--- config.mk ---
export PLATFORM = sky130hd
export DESIGN_NAME = gslm_window
export DESIGN_NICKNAME = d
export VERILOG_FILES = /design/src/rtl/gslm_pkg.sv /design/src/rtl/gslm_window.sv
export SDC_FILE = /design/constraint.sdc
export NUM_CORES = 1
export LEC_CHECK = 0
export BUFFER_PORTS_ARGS = -buffer_cell sky130_fd_sc_hd__buf_4
export CELL_PAD_IN_SITES_DETAIL_PLACEMENT = 0
export CELL_PAD_IN_SITES_GLOBAL_PLACEMENT = 1
export CORE_UTILIZATION = 45
export CTS_BUF_LIST = sky130_fd_sc_hd__clkbuf_16
export DETAILED_ROUTE_END_ITERATION = 8
export PLACE_DENSITY_LB_ADDON = 0.1
export SYNTH_ARGS = -nofsm -noshare
export SYNTH_HDL_FRONTEND = slang
export SYNTH_SLANG_ARGS = --single-unit
--- constraint.sdc ---
create_clock -name clock -period 4.05 [get_ports clock]
set_input_delay 0 -clock clock [delete_from_list [all_inputs] [get_ports clock]]
set_output_delay 0 -clock clock [all_outputs]
set_load 0.1 [all_outputs]
--- src/rtl/gslm_pkg.sv ---
package gslm_pkg;

   localparam int CFG_BITS       = 11;
   localparam int CSR_INDEX_BITS = 2;
   localparam int COUNT_BITS     = 21;
   localparam int INC_BITS       = 3;

   localparam logic [CFG_BITS-1:0] CFG_RESET = 11'd1024;

   localparam logic [CSR_INDEX_BITS-1:0] CSR_FRAME_WIDTH  = 2'd0;
   localparam logic [CSR_INDEX_BITS-1:0] CSR_FRAME_HEIGHT = 2'd1;

   // where an item sits in the frame
   typedef struct packed {
      logic c_ge1;
      logic c_ge2;
      logic c_last;
      logic r_ge1;
      logic r_ge2;
      logic r_last;
   } pos_type;

   // decisions made for one item
   typedef struct packed {
      logic                valid;
      logic                last_item;
      logic [INC_BITS-1:0] inc;
   } dec_type;

endpackage

--- src/rtl/gslm_window.sv ---
module gslm_window #(
   parameter int PIXEL_BITS = 8
) (
   input  logic                       clock,
   input  logic                       reset,
   input  logic                       advance,
   input  logic                       in_valid,
   input  logic [2:0][PIXEL_BITS-1:0] column,
   input  gslm_pkg::pos_type          pos,
   output gslm_pkg::dec_type          dec
);

   // window indexed [column][row]; column 0 is the newest, row 2 the newest row
   logic [2:0][2:0][PIXEL_BITS-1:0] win_ff;
   gslm_pkg::pos_type               pos_ff;
   logic                            s2_valid_ff;
   gslm_pkg::dec_type               dec_ff;

   logic                              d_mid, d_mid_edge, d_bot, d_bot_edge;
   logic [gslm_pkg::INC_BITS-1:0]     inc_in;

   function automatic logic is_min(input logic [2:0][2:0][PIXEL_BITS-1:0] win,
                                   input int cc, input int rr,
                                   input logic [2:0] colm, input logic [2:0] rowm);
      logic ok;
      ok = 1'b1;
      for (int i = 0; i < 3; i++) begin
         for (int j = 0; j < 3; j++) begin
            if (colm[i] && rowm[j] && !(i == cc && j == rr) && (win[i][j] <= win[cc][rr])) begin
               ok = 1'b0;
            end
         end
      end
      return ok;
   endfunction

   always_comb begin
      d_mid      = pos_ff.r_ge1 && pos_ff.c_ge1 &&
                   is_min(win_ff, 1, 1, {pos_ff.c_ge2, 1'b1, 1'b1}, {1'b1, 1'b1, pos_ff.r_ge2});
      d_mid_edge = pos_ff.r_ge1 && pos_ff.c_last &&
                   is_min(win_ff, 0, 1, {1'b0, pos_ff.c_ge1, 1'b1}, {1'b1, 1'b1, pos_ff.r_ge2});
      d_bot      = pos_ff.r_last && pos_ff.c_ge1 &&
                   is_min(win_ff, 1, 2, {pos_ff.c_ge2, 1'b1, 1'b1}, {1'b1, pos_ff.r_ge1, 1'b0});
      d_bot_edge = pos_ff.r_last && pos_ff.c_last &&
                   is_min(win_ff, 0, 2, {1'b0, pos_ff.c_ge1, 1'b1}, {1'b1, pos_ff.r_ge1, 1'b0});
      inc_in = {2'b00, d_mid} + {2'b00, d_mid_edge} + {2'b00, d_bot} + {2'b00, d_bot_edge};
   end

   always_ff @(posedge clock) begin
      if (reset) begin
         s2_valid_ff   <= 1'b0;
         dec_ff.valid  <= 1'b0;
      end else if (advance) begin
         s2_valid_ff   <= in_valid;
         dec_ff.valid  <= s2_valid_ff;
      end
      if (advance) begin
         dec_ff.inc       <= inc_in;
         dec_ff.last_item <= pos_ff.c_last && pos_ff.r_last;
         if (in_valid) begin
            win_ff[2] <= win_ff[1];
            win_ff[1] <= win_ff[0];
            win_ff[0] <= column;
            pos_ff    <= pos;
         end
      end
   end

   assign dec = dec_ff;

endmodule

## After elaboration in Yosys (flattened, before gate mapping)

Cells that the tools add are included.

| cells by class | value |
|---|---|
| reduce and logical (&&, ||, !) cells | 28 |
| muxes and demuxes | 21 |
| $lt $le $gt $ge | 21 |
| $add $sub $neg | 3 |

Operators by type and width:

| cell | number |
|---|---|
| 8-bit <= comparator | 21 |
| 1-bit logical AND | 27 |
| 1-bit two-way mux | 21 |
| 2-bit by 1-bit adder with 3-bit output | 1 |
| 3-bit by 1-bit adder with 3-bit output | 1 |
| 1-bit by 1-bit adder with 2-bit output | 1 |
| 2-bit AND reduction | 1 |

| storage, ports and cells | value |
|---|---|
| bits of input ports | 34 |
| output and inout port bits | 5 |
| register bits | 84 |

## Longest topological paths before layout

Gate-level depths: netlist of run 1.

| depth | value |
|---|---|
| depth after elaboration | 14 |
| gate-level depth with buffers | 11 |
| depth with buffers taken out | 11 |

## Worst setup path after synthesis of run 1

Ideal clock, no wire load.

| timing | value |
|---|---|
| kind | reg2reg |
| start point | register win_ff[33] (netlist name) |
| end point | register dec_ff, in the netlist dec[1], data pin |
| period minus slack after synthesis | 3.028 ns |
| arrival time | 2.767 ns |
| path buffers | 0 |
| stages on the path, launching flop included | 12 |
| setup slack | 1.022 ns |
| path through | edfxtp_1 inv_1 ha_1 nor2b_1 o211ai_1 a21oi_1 or4b_1 a41oi_2 nor4_2 fa_1 ha_1 ha_1 |

| between the ends | value |
|---|---|
| cells in the longest elaborated chain, start to end | 14 |
| elaborated cells between the ends (all ways) | 41 |
| classes of those cells | add/sub (3); order compare (11); mux (15); reduce/logical (12) |

Ends and longest elaborated chain:

| element | RTL line | source |
|---|---|---|
| start: declaration | gslm_window.sv:14 | `logic [2:0][2:0][PIXEL_BITS-1:0] win_ff;` |
| 8-bit <= comparator | gslm_window.sv:29 | `if (colm[i] && rowm[j] && !(i == cc && j == rr) && (win[i][j] <= win[cc][rr])) begin` |
| 1-bit logical AND | gslm_window.sv:29 |  |
| 1-bit two-way mux (8 in series) | gslm_window.sv:29 |  |
| 1-bit logical AND | gslm_window.sv:38 | `d_mid = pos_ff.r_ge1 && pos_ff.c_ge1 &&` |
| 1-bit by 1-bit adder with 2-bit output | gslm_window.sv:46 | `inc_in = {2'b00, d_mid} + {2'b00, d_mid_edge} + {2'b00, d_bot} + {2'b00, d_bot_edge};` |
| 2-bit by 1-bit adder with 3-bit output | gslm_window.sv:46 |  |
| 3-bit by 1-bit adder with 3-bit output * | gslm_window.sv:46 |  |
| net inc_in, one bit | gslm_window.sv:20 | `logic [gslm_pkg::INC_BITS-1:0] inc_in;` |
| end: declaration | gslm_window.sv:17 | `gslm_pkg::dec_type dec_ff;` |

The timed path passes the listed nets; every way through them passes the cells marked *.
A chain may end at the register's enable or synchronous reset.

## Worst setup path after layout of run 1

| timing | value |
|---|---|
| start point | register win_ff[37] (netlist name) |
| end point | register dec_ff, in the netlist dec[1], data pin |

Same word-level chain as after synthesis.

==> results of run 1 <==
-- cells by family (layout without fill, tap and decap cells) --
logic type                 after synthesis  in the layout  synth area share, %
buffers and inverters                   42            129                 2.92
and+or+nand+nor                         96             96                 9.78
AOI/OAI and AO/OA                      101            101                 12.1
adders and majority gates              123            123                 28.7
DFF                                     84             84                 46.4
muxes                                    1              1                0.185
-- how the worst max path moves through the flow --
stage | from | to | slack [ps] | depth (start not counted)
2_1_floorplan | win_ff[33] | dec[1] | 1020 | 11
3_3_place_gp | win_ff[37] | dec[1] | 600 | 9
3_5_place_dp | win_ff[37] | dec[1] | 640 | 9
4_1_cts | win_ff[37] | dec[1] | 580 | 9
5_1_grt | win_ff[37] | dec[1] | 460 | 9
6_report | win_ff[37] | dec[1] | 510 | 9
-- layout make-up --
cell class	instances	area, sq um	area share, %
clock buffer	9	225	3.45
clock inverter	7	115	1.76
inverter	42	158	2.41
multi-input combinational	321	2740	41.9
sequential	84	2500	38.3
tap	143	179	2.74
timing repair buffer	71	616	9.42
-- synthesized netlist by cell type (6+ instances only) --
| cell type | number |
|---|---|
| nand3_1 | 6 |
| o21ai_0 | 18 |
| inv_1 | 42 |
| edfxtp_1 | 82 |
| nor2_1 | 16 |
| nor2b_1 | 16 |
| nand4_1 | 29 |
| o211ai_1 | 10 |
| ha_1 | 122 |
| a21oi_1 | 44 |
| nand2_1 | 12 |
-- power groups by stage --
| stage | Sequential [mW] | Combinational, mW | Clock (mW) |
|---|---|---|---|
| final | 1.04 | 0.322 | 0.940 |
| after global routing | 1.05 | 0.364 | 0.989 |
| after CTS | 1.04 | 0.323 | 0.961 |
| after detailed placement | 1.06 | 0.296 | 0 |
| after global placement | 1.06 | 0.289 | 0 |
| after floorplan | 1.06 | 0.182 | 0 |
-- flip-flops by register name, summed over array words and instances (netlist names) --
name,flops
pos_ff,6
dec,5
win_ff,72
s2_valid_ff,1
-- routing by layer --
| layer | routed length, microns | part of all wire, % | global-route usage [%] |
|---|---|---|---|
| met4 | 394 | 3.1 | 11.5 |
| met1 | 5860 | 46 | 27.8 |
| met3 | 407 | 3.2 | 3.05 |
| met5 | 0 | 0 | 0 |
| met2 | 5990 | 47 | 36.9 |
-- placed cells by master, fill, tap and decap left out, types with 3 or more instances in the layout --
master,synthesis,layout
nand2_1,12,12
bufinv_16,0,3
clkbuf_16,0,9
a21oi_1,44,44
buf_4,0,38
a21o_1,5,5
nand2b_1,3,3
nand4_1,29,29
nor2_1,16,16
edfxtp_1,82,82
nor2b_1,16,16
o21ai_0,18,18
o211ai_1,10,10
nor3_1,5,5
a211oi_1,5,5
ha_1,122,122
nand3_1,6,6
inv_1,42,42
dlygate4sd3_1,0,33
-- critical path: cells and delay by family (launching register included) --
kind / cells / cell delay, ps
compound gates: 4 / 1020
flops: 1 / 500
simple gates: 1 / 420
fa+ha+maj: 4 / 1340
-- what timing repair did --
item | CTS | global route
hold buffers | 33 | 0
endpoints found under the setup margin | 0 | 0
gates resized for setup | 0 | 0
hold endpoints to repair | 36 | 0
-- per-stage QoR --
stage	worst slack (ps)	cells	total power, mW	util, %	hold slack, ps
5_1_grt	458	677	2.40	56.5	362
2_1_floorplan	1020	447	1.25	-	72.4
6_report	515	677	2.30	56.5	367
3_5_place_dp	636	628	1.35	50.7	174
4_1_cts	582	677	2.32	56.5	342
3_3_place_gp	604	628	1.35	50.7	168
==> results.toml, run 1 <==
[drt]
drt_wl_total_microns = 12700
vias = 3780
wl_per_cell_microns = 18.7
drt_iter0_markers = 143
drc = 4
vias_per_cell = 5.58
ant_nets = 0
dr.pass1.iters = 6

[global_routing]
antenna_found_initial = 0
grt_max_degree = 80
grt-ovfl-total = 0
grt_pass1_vias = 3969
grt_pass1_wl_microns = 20300
grt_usage_pct = 22.0

[clock_tree]
cts_tree = "yes"
clock_path_buffers = 2
htreeDepth = 3
clk_latency_ps = 350
clk_pin_slew_ps = 60
cts_root_buffer = "clkbuf_16"
cts_setup_buffers = 0
cts_buffers = 9
clock-sinks = 84

[layout]
diodes = 0
nFillCells = 965
design_area_sq_mm = 0.00653
syn_to_final_growth_pct = 21.1
fin_nets = 686
layout-drive-gt1-share_pct = 11.4

[power]
clkPwrFrac_pct = 40.8
comb_power_share_pct = 14.0
seqPwrFrac_pct = 45.2
p_int_mw = 1.75
ir_worst_vdd_v = 0.000258
switchingPower_uw = 556
p_per_area_mw_per_mm2 = 352
power_leakage_nw = 2.80
p_sw_share_pct = 24.2

[die]
pin_count = 39
core_area_sq_mm = 0.0116
rows = 39
die_w_microns = 112
die_h_microns = 112
initial_core_util_pct = 46.7
die_area_sq_mm = 0.0124

[logic_synthesis]
synthCells = 447
yosysUniqueCellTypes = 40
synth-edff-count = 82
yosys-top-cells-area = "edfxtp_1 46%, ha_1 28%, a21oi_1 4.1%"
synth_top_area_share_pct = 45.6
async_flop_share_pct = 0
ys_ff_latch = 84
ys_warn_count = 0
yosysSeqAreaShare_pct = 46.4
synth_ff_type = "edfxtp_1"
syn-num-nets = 604
synth.avg_cell_area_sq_um = 12.1
synth_area_sq_mm = 0.00540
yosysTopAreaCell = "edfxtp_1"

[worst_hold_path]
min_to = "win_ff[6]"
hp-class = "in -> reg"
min_path_cells = 2
hold_path.startpoint = "column[6]"

[worst_setup_path]
path_max_fanout = 5
reg2reg_depth = 9
crit_chain = "ha_1 -> a21o_1 -> a21o_1 -> a2111oi_4 -> o21ai_2 -> nor4_2 -> fa_1 -> ha_1 -> ha_1"
r2r_slack_ps = 510
critPathMaxStageDelay_ps = 510
cp-start-kind = "flop"
crit_required_ps = 4150
critPathKind = "reg -> reg"
endpoint_kind = "flop"
slowest_stage = "a2111oi_4"
arrival_ps = 3630
r2r_end = "dec[1]"
reg2reg_from = "win_ff[37]"
cpMostUsedCell = "ha_1"

[timing]
skew_ps = 4.82
rsz0062_at_grt = "false"
slew_headroom_pct = 31.0
finalCriticalPeriod_ps = 3540
finalSetupViolations = 0
hold_viol = 0
fin_crit_sh_pct = 87.3
max_freq_mhz = 283
final.setup.tns_ps = 0
drv_slew = 0
tightest_slew_ps = 1030

[flow_run]
drv_cap = 0

[run_status]
violations = "design-rule violations"
status = "finished with violations"

[place]
place.gp.congestion = 0.819
port_buffers = 38
placed_area_sq_mm = 0.00586
dp_hpwl_microns = 9640
No activity file was read; power rests on OpenSTA's default activity.
==> inputs of run 2 (changes only) <==
CORE_ASPECT_RATIO = 1.25   (was not set)
==> results.toml, run 2 (same netlist as run 1, synthesis figures left out) <==
[worst_setup_path]
endpoint_kind = "flop"
crit_required_ps = 4150
r2r_slack_ps = 560
critPathMaxStageDelay_ps = 520
path_depth = 9
cpMostUsedCell = "ha_1"
critPathKind = "reg -> reg"
cp-startpoint = "win_ff[37]"
cp-start-kind = "flop"
crit_chain = "ha_1 -> a21o_1 -> a21o_1 -> a2111oi_4 -> o21ai_2 -> nor4_2 -> fa_1 -> ha_1 -> ha_1"
slowest_stage = "edfxtp_1"
reg2reg_depth = 9
critPathTopFamily = "adder cells"
path_buf_inv = 0
r2r_end = "dec[1]"
cp-endpoint = "dec[1]"
reg2reg_from = "win_ff[37]"
arrival_ps = 3590
path_max_fanout = 5

[clock_tree]
clock_path_buffers = 2
cts_buffers = 9
clock-sinks = 84
clk_latency_ps = 350
cts_tree = "yes"
post_cts_resized = 0
cts_root_buffer = "clkbuf_16"
htreeDepth = 3
clk_pin_slew_ps = 70

[global_routing]
grt_max_degree = 80
antenna_found_initial = 0
grt_busiest_layer = "met2"
grt_usage_pct = 22.3
grt-ovfl-total = 0
grt_pass1_wl_microns = 20400
grt_util_met2_pct = 40.2
grt_pass1_vias = 3933
globalRouteMet1Util_pct = 26.8
grt_util_met3_pct = 3.48

[drt]
vias_per_cell = 5.38
dr.pass1.iters = 4
drt_iter0_markers = 186
ant_nets = 0
drc = 0
drt_wl_total_microns = 12800
vias = 3737
wl_per_cell_microns = 18.4

[power]
finalPower_mw = 2.22
power_leakage_nw = 2.79
p_per_area_mw_per_mm2 = 340
ir_worst_vdd_v = 0.000192

[timing]
rsz0062_at_grt = "false"
final.setup.tns_ps = 0
finalCriticalPeriod_ps = 3490
max_freq_mhz = 287
skew_ps = 7.02
drv_slew = 0
fin_crit_sh_pct = 86.1
tightest_slew_ps = 1030
hold_viol = 0
finalSetupViolations = 0
slew_headroom_pct = 31.4

[layout]
fin_nets = 686
final_util_pct = 55.9
final_cell_mix = "122 x ha_1, 82 x edfxtp_1, 44 x a21oi_1"
largest_reg_flops = 72
nFillCells = 1018
layout-drive-gt1-share_pct = 11.6
diodes = 0
layout_commonest_cell = "ha_1"
syn_to_final_growth_pct = 20.9
final_cells = 695
top_register = "win_ff"

[die]
die_area_sq_mm = 0.0124
die_w_microns = 99.9
die_h_microns = 124
pin_count = 39
initial_core_util_pct = 46.2
rows = 44
core_area_sq_mm = 0.0117

[worst_hold_path]
hp-class = "in -> reg"

[place]
dp.cells = 646
dp_hpwl_microns = 9780
port_buffers = 38
place.gp.congestion = 0.844

[flow_run]
drv_cap = 0

[run_status]
status = "finished clean"
## run 2: power by group
group / switching [mW] / internal (mW) / leakage (nW) / total (mW)
Sequential: 0.0362 / 1.00 / 0.790 / 1.04
Clock: 0.371 / 0.487 / 0.147 / 0.858
Combinational: 0.178 / 0.143 / 1.85 / 0.321
## run 2: per-stage QoR
stage	cell area (sq um)	worst slack [ps]	hold slack, ps
floorplan	5400	1020	72.4
global placement	5890	599	166
detailed placement	5890	579	170
CTS	6520	568	344
global route	6520	407	357
finish	6520	563	355
## run 2: worst min path at each step
stage,startpoint,end,slack (ps),cells after the start
floorplan,reset,dec[4],70,1
CTS,reset,s2_valid_ff,340,3
global route,column[9],win_ff[9],360,2
global placement,reset,dec[4],170,2
finish,reset,s2_valid_ff,350,3
detailed placement,reset,dec[4],170,2
## run 2: cell type report
cell class | count | area, sq um | area share (%)
multi-input combinational | 321 | 2740 | 42.0
clock buffer | 9 | 225 | 3.45
clock inverter | 7 | 81.3 | 1.25
timing repair buffer | 71 | 616 | 9.44
tap | 161 | 201 | 3.09
inverter | 42 | 158 | 2.42
sequential | 84 | 2500 | 38.4
## run 2: tightest hold or removal path, stage by stage
cell           delay, ps
dlygate4sd3_1        520
buf_4                110
nor2_1                30
## run 2: timing repair
| item | CTS | global route |
|---|---|---|
| hold buffers | 33 | 0 |
| endpoints found under the setup margin | 0 | 0 |
| hold endpoints to repair | 36 | 0 |
| setup buffers | 0 | 0 |
## run 2: per-layer routing
layer,vias up,routed length [microns]
li1,1899,-
met1,1773,5670
met2,48,6690
met3,17,211
met4,0,210
met5,-,0
==> inputs of run 3 (changes only) <==
RECOVER_POWER = 25   (was not set)
TNS_END_PERCENT = 30   (was not set)
==> results.toml, run 3 (same netlist as run 1, synthesis figures left out) <==
[run_status]
status = "finished clean"

[clock_tree]
clock-sinks = 84
cts_tree = "yes"
clk_latency_ps = 350
cts_root_buffer = "clkbuf_16"
clk_pin_slew_ps = 70
clock_path_buffers = 2
cts_setup_buffers = 0
htreeDepth = 3
cts_buffers = 9

[global_routing]
grt_pass1_wl_microns = 20400
grt_pass1_vias = 3933
grt_usage_pct = 22.3
grt-ovfl-total = 0
grt_max_degree = 80
antenna_found_initial = 0

[layout]
top_register = "win_ff"
layout_commonest_cell = "ha_1"
largest_reg_flops = 72
syn_to_final_growth_pct = 20.7
diodes = 0
final_util_pct = 55.8
fin_nets = 686
final_cell_mix = "122 x ha_1, 82 x edfxtp_1, 44 x a21oi_1"
layout-drive-gt1-share_pct = 11.2
design_area_sq_mm = 0.00652

[timing]
drv_slew = 0
tightest_slew_ps = 1030
skew_ps = 6.80
rsz0062_at_grt = "false"
hold_viol = 0
slew_headroom_pct = 31.4
fin_crit_sh_pct = 85.9
finalSetupViolations = 0
final.setup.tns_ps = 0
hold_ws_ps = 355
finalCriticalPeriod_ps = 3480
max_freq_mhz = 287

[worst_setup_path]
critPathMaxStageDelay_ps = 520
path_max_fanout = 5
reg2reg_from = "win_ff[37]"
slowest_stage = "edfxtp_1"
endpoint_kind = "flop"
cpMostUsedCell = "ha_1"
r2r_slack_ps = 570
r2r_end = "dec[1]"
reg2reg_depth = 9
crit_required_ps = 4150
critPathTopFamily = "adder cells"
critPathKind = "reg -> reg"
path_depth = 9
arrival_ps = 3580
path_buf_inv = 0
cp-startpoint = "win_ff[37]"
cp-endpoint = "dec[1]"
crit_chain = "ha_1 -> a21o_1 -> a21o_1 -> a2111oi_4 -> o21ai_2 -> nor4_2 -> fa_1 -> ha_1 -> ha_1"
cp-start-kind = "flop"

[die]
initial_core_util_pct = 46.2
core_area_sq_mm = 0.0117
rows = 44
die_area_sq_mm = 0.0124
pin_count = 39
die_h_microns = 124
die_w_microns = 99.9

[drt]
ant_nets = 0
vias = 3743
vias_per_cell = 5.39
wl_per_cell_microns = 18.4
drt_iter0_markers = 171
drc = 0
dr.pass1.iters = 4
drt_wl_total_microns = 12800

[worst_hold_path]
hp-class = "in -> reg"
min_path_cells = 3

[power]
comb_power_share_pct = 14.4
p_per_area_mw_per_mm2 = 340
switchingPower_uw = 584
ir_worst_vdd_v = 0.000191
clkPwrFrac_pct = 38.7
p_int_mw = 1.63
power_leakage_nw = 2.77
p_sw_share_pct = 26.4
seqPwrFrac_pct = 46.9
finalPower_mw = 2.21

[place]
port_buffers = 38
placed_area_sq_mm = 0.00589
place.gp.congestion = 0.844
dp_hpwl_microns = 9780

[flow_run]
drv_cap = 0
## run 3: changes by cell type in the layout (fill, tap and decap cells not counted), sizes merged
cell    delta
buf       -31
clkbuf    +31
## run 3: metrics by stage
stage          setup WS [ps]  std cells
4_1_cts                  568        695
5_1_grt                  407        695
3_5_place_dp             579        646
6_report                 569        695
2_1_floorplan           1020        447
3_3_place_gp             599        646
## run 3: worst min-delay path by stage
stage | start | end | slack [ps]
6_report | reset | s2_valid_ff | 360
4_1_cts | reset | s2_valid_ff | 340
5_1_grt | column[9] | win_ff[9] | 380
2_1_floorplan | reset | dec[4] | 70
3_3_place_gp | reset | dec[4] | 170
3_5_place_dp | reset | dec[4] | 170
## run 3: layer usage
| layer | global-route usage, % | share of wire [%] | up-vias |
|---|---|---|---|
| li1 | - | - | 1898 |
| met1 | 26.8 | 44 | 1775 |
| met2 | 40.2 | 52 | 53 |
| met3 | 3.48 | 2.0 | 17 |
| met4 | 6.92 | 1.6 | 0 |
| met5 | 0 | 0 | - |
## run 3: timing repair
action | in CTS | in global routing
resized for setup | 0 | 0
hold endpoints to repair | 36 | 0
hold buffers | 33 | 0
## run 3: cell type report
| cell class | count | area, sq um |
|---|---|---|
| Clock buffer | 9 | 225 |
| Multi-Input combinational cell | 321 | 2740 |
| Tap cell | 161 | 201 |
| Clock inverter | 7 | 81.3 |
| Inverter | 42 | 158 |
| Timing Repair Buffer | 71 | 608 |
| Fill cell | 1022 | 5160 |
| Sequential cell | 84 | 2500 |
## run 3: power groups by stage
stage | registers [mW] | clock network, mW | logic (mW)
2_1_floorplan | 1.06 | 0 | 0.182
3_3_place_gp | 1.06 | 0 | 0.289
3_5_place_dp | 1.06 | 0 | 0.297
4_1_cts | 1.04 | 0.865 | 0.323
5_1_grt | 1.04 | 0.893 | 0.362
6_report | 1.04 | 0.857 | 0.318
## run 3: worst register-to-register path, cell delays in order (launching register included)
cell and delay (ps):
edfxtp_1 520, ha_1 350, a21o_1 180, a21o_1 200, a2111oi_4 500, o21ai_2 110
nor4_2 410, fa_1 490, ha_1 210, ha_1 270
